`config.mk`:
```
export PLATFORM = sky130hd
export DESIGN_NAME = mf3rgb_merge
export DESIGN_NICKNAME = d
export VERILOG_FILES = /design/src/design/mf3rgb_pkg.sv /design/src/design/mf3rgb_merge.sv
export SDC_FILE = /design/constraint.sdc
export NUM_CORES = 1
export LEC_CHECK = 0
export CORE_UTILIZATION = 40
export CTS_CLUSTER_DIAMETER = 150
export DETAILED_ROUTE_END_ITERATION = 6
export DONT_BUFFER_PORTS = 1
export PLACE_DENSITY = 0.56
export SYNTH_ARGS = -nofsm -noshare
export SYNTH_HDL_FRONTEND = slang
export SYNTH_SLANG_ARGS = --single-unit
```
`constraint.sdc`:
```
create_clock -name clock -period 9.1 [get_ports clock]
set_clock_uncertainty 0.05 [all_clocks]
set_input_delay 0.455 -clock clock [delete_from_list [all_inputs] [get_ports clock]]
set_output_delay 0.455 -clock clock [all_outputs]
set_load 0.005 [all_outputs]
```
`src/design/mf3rgb_pkg.sv`:
```
// Shared types, constants and sorting helpers of the 3x3 RGB median filter.
`default_nettype none

package mf3rgb_pkg;

   localparam int MAX_WIDTH = 2048;
   localparam int WIN_SIZE  = 3;
   localparam int WIN_TAPS  = WIN_SIZE * WIN_SIZE;
   localparam int NUM_CHAN  = 3;
   localparam int CHAN_W    = 8;
   localparam int ADDR_W    = $clog2(MAX_WIDTH);
   localparam int CFG_W     = 12;
   localparam int CNT_W     = CFG_W;
   localparam int CSR_IDX_W = 4;

   localparam logic [CFG_W-1:0] MIN_SIZE     = CFG_W'(3);
   localparam logic [CFG_W-1:0] WIDTH_LIMIT  = CFG_W'(MAX_WIDTH);
   localparam logic [CFG_W-1:0] WIDTH_RESET  = CFG_W'(640);
   localparam logic [CFG_W-1:0] HEIGHT_RESET = CFG_W'(480);

   localparam logic [CSR_IDX_W-1:0] CSR_IMAGE_WIDTH  = CSR_IDX_W'(0);
   localparam logic [CSR_IDX_W-1:0] CSR_IMAGE_HEIGHT = CSR_IDX_W'(1);

   typedef logic [CHAN_W-1:0] chan_type;
   typedef chan_type [NUM_CHAN-1:0] pixel_type;
   typedef chan_type [WIN_TAPS-1:0] taps_type;

   typedef struct packed {
      logic     action;
      chan_type red_in;
      chan_type green_in;
      chan_type blue_in;
   } req_payload_type;

   typedef struct packed {
      chan_type red_out;
      chan_type green_out;
      chan_type blue_out;
      logic     end_of_line;
      logic     end_of_frame;
   } rsp_payload_type;

   typedef struct packed {
      pixel_type upper;
      pixel_type lower;
   } line_pair_type;

   typedef struct packed {
      logic emit;
      logic border;
      logic eol;
      logic eof;
   } item_ctl_type;

   typedef struct packed {
      logic load_sort;
      logic load_reduce;
   } lane_ctl_type;

   typedef struct packed {
      chan_type lo;
      chan_type mid;
      chan_type hi;
   } triple_type;

   typedef triple_type [NUM_CHAN-1:0] lane_results_type;

   function automatic chan_type min2(chan_type a, chan_type b);
      return (a < b) ? a : b;
   endfunction

   function automatic chan_type max2(chan_type a, chan_type b);
      return (a < b) ? b : a;
   endfunction

   function automatic chan_type med3(chan_type a, chan_type b, chan_type c);
      return max2(min2(a, b), min2(max2(a, b), c));
   endfunction

   function automatic triple_type sort3(chan_type a, chan_type b, chan_type c);
      triple_type t;
      t.lo  = min2(min2(a, b), c);
      t.mid = med3(a, b, c);
      t.hi  = max2(max2(a, b), c);
      return t;
   endfunction

endpackage

`default_nettype wire

```
`src/design/mf3rgb_merge.sv`:
```
// Merging stage: final median per lane, border bypass and the output register.
`default_nettype none

module mf3rgb_merge
   import mf3rgb_pkg::*;
(
   input  wire logic       clock,
   input  wire logic       load,
   input  lane_results_type lanes,
   input  pixel_type        center,
   input  item_ctl_type     ctl,
   output rsp_payload_type  payload
);

   rsp_payload_type payload_ff;
   rsp_payload_type payload_in;
   pixel_type       med;

   always_comb begin
      for (int ch = 0; ch < NUM_CHAN; ch++) begin
         med[ch] = ctl.border ? center[ch]
                              : med3(lanes[ch].lo, lanes[ch].mid, lanes[ch].hi);
      end
      payload_in.red_out      = med[2];
      payload_in.green_out    = med[1];
      payload_in.blue_out     = med[0];
      payload_in.end_of_line  = ctl.eol;
      payload_in.end_of_frame = ctl.eof;
   end

   always_ff @(posedge clock) begin
      if (load) begin
         payload_ff <= payload_in;
      end
   end

   assign payload = payload_ff;

endmodule

`default_nettype wire

```
==> out/summary.txt <==
Synth warn - 0
P_leak - 1.90 nW
WL/cell - 15.8 microns
Fillers - 939
Highest clock rate - 0.165 GHz
Crit path max fanout - 28
Cts repair resizes - 0
Synth top area cells - ha_1, edfxtp_1, mux2_2, inv_1, mux2i_1
Final-report setup violation count - 0
RSZ-0062 raised after global routing - no
Antenna Nets Post-Route - 0
FF+latch count, synth - 26
DP Worst Slack - 2840 ps
Mapped Nets - 623
EDFF count, synth - 26
Starting Density - 0.417
Post-layout util - 0.433
Startpoint class of the critical path - primary input
Sequential-to-total area share from yosys stat - 0.201
Finished Layout Cells - 574
H-Tree Depth - 1
Final Cycle Share - 0.664
Area growth syn-to-layout - 3.90%
Hold buffers post-CTS - 0
Fin. Hold Viols - 0
Slew headroom - 0.380
CP cell instances - inv_1 > ha_1 > a21o_1 > a31oi_1 > o21ai_1 > a221o_1 > nand2_1 > o21ai_0 > ha_1 > nand2_1 > o21ai_0 > a21o_1 > mux2i_1 > ha_1 > a21o_1 > a221o_1 > a21oi_1 > nand2b_1 > a21oi_1 > a21bo_2 > nor2b_1 > a221oi_1
Max Cap Violations - 0
Vias - 3193
Total die area - 10100 sq um
Grt ovf - 0
Reg clk slew, reported paths - 90 ps
Die X - 101 microns
Worst-Margin Slew - 924 ps
Library cells used by synthesis - 51
Gate Count Post-Synth - 458
DR iter-0 viols - 83
# IOs - 128
GP Congestion - 0.813
Layout Nets - 611
# rows - 35
Mean Syn Cell Area - 8.49 sq um
Root Driver - clkbuf_8
Min-delay worst type - in -> reg
CP peak stage delay - 650 ps
Crit Path Category - in -> reg
TNS Setup - 0 ps
Sink Count - 26
Area of the core - 9330 sq um
Arrival time worst endpoint - 5990 ps
Die height - 101 microns
Buffers on Ports - 0
Cell Area, Synth - 3890 sq um
P per Cell Area - 145 nW/um^2
Final Power - 0.584 mW
Crit end category - register
DP Cell Count - 570
Max Slew Vio Count - 0
First-pass GRT wire length - 14200 microns
Layout cells sized above 1 - 0.117
Setup WS post-layout - 3050 ps
Routed WL - 9080 microns
Vias in the first global route - 3038
Fraction of registers with async set or reset after synthesis - 0
Yosys top cell area share - 0.203
Register Area - 781 sq um
Status - completed
TritonRoute pass-1 iters - 5
TritonCTS buffer count - 3
CP Data Required Time - 9040 ps
Initial antenna violation count - 0
Area leader, netlist - ha_1
Most frequent cells in the layout - inv_1, ha_1, a21oi_1
Synth Flop Type - edfxtp_1
Critical path's top delay family - compound AO/OA/AOI/OAI gates
Drt drc - 0
Max reg flops - 26
Pin count of the biggest net entering global routing - 52
Clock buffer depth - 2
Buf+Inv Stages, Crit Path - 1
# Post-CTS Setup Buffers - 0
Slowest-stage cell, CP - a221o_1
Multi-input gate area - 2780 sq um
Tot GR Track Use - 0.174
Post-layout min period - 6050 ps
DR vias/cell - 5.56
VDD IR-drop max - 0.0538 mV
DP Wirelength - 7780 microns
N_diodes - 0
CTS tree - built
cell families (layout without fill, tap and decap cells):
family | Yosys count | in the layout | synth area share
AND/OR/NAND/NOR | 112 | 112 | 0.152
adder cells (fa/ha/maj) | 63 | 63 | 0.203
flip-flops | 26 | 26 | 0.201
AO/OA/AOI/OAI | 133 | 133 | 0.242
multiplexers | 43 | 43 | 0.118
buffers and inverters | 81 | 68 | 0.0837
final cells by class:
type,count,area share
Multi-Input combinational cell,351,0.689
Sequential cell,26,0.193
Inverter,63,0.0586
Tap cell,129,0.0400
Clock buffer,3,0.0102
Clock inverter,1,0.00744
Timing Repair Buffer,1,0.00186
report_power, final:
| part | internal (mW) | total, mW | switching (mW) |
|---|---|---|---|
| Clock | 0.0588 | 0.0938 | 0.0351 |
| Sequential | 0.161 | 0.175 | 0.0136 |
| Combinational | 0.141 | 0.315 | 0.174 |
| Total | 0.361 | 0.584 | 0.223 |
synthesized netlist by cell type, drive strengths merged, types with 7 or more instances:
master  number
a21o        16
a21oi       37
a221oi      14
buf          7
clkbuf      11
edfxtp      26
ha          63
inv         63
mux2        23
mux2i       20
nand2       35
nor2        19
nor2b       10
nor3         9
nor3b       10
o21ai       36
metal layers:
metal  wire length (microns)  GRT usage
met1                    4150      0.229
met4                      73     0.0245
met5                       0          0
met3                     548     0.0305
met2                    4310      0.304
per-stage QoR:
step / hold WS, ps / cell area (sq um)
2_1_floorplan: 504 / 3890
3_3_place_gp: 504 / 3970
3_5_place_dp: 504 / 3970
4_1_cts: 221 / 4040
5_1_grt: 209 / 4040
6_report: 233 / 4040
path summary, 6_finish.rpt:
| kind | from | endpoint | depth (start not counted) |
|---|---|---|---|
| worst min-delay path | ctl[0] | payload[0]$_DFFE_PP_ | 0 |
| worst max-delay path | lanes[58] | payload[23]$_DFFE_PP_ | 22 |
No activity file was read; power rests on OpenSTA's default activity.
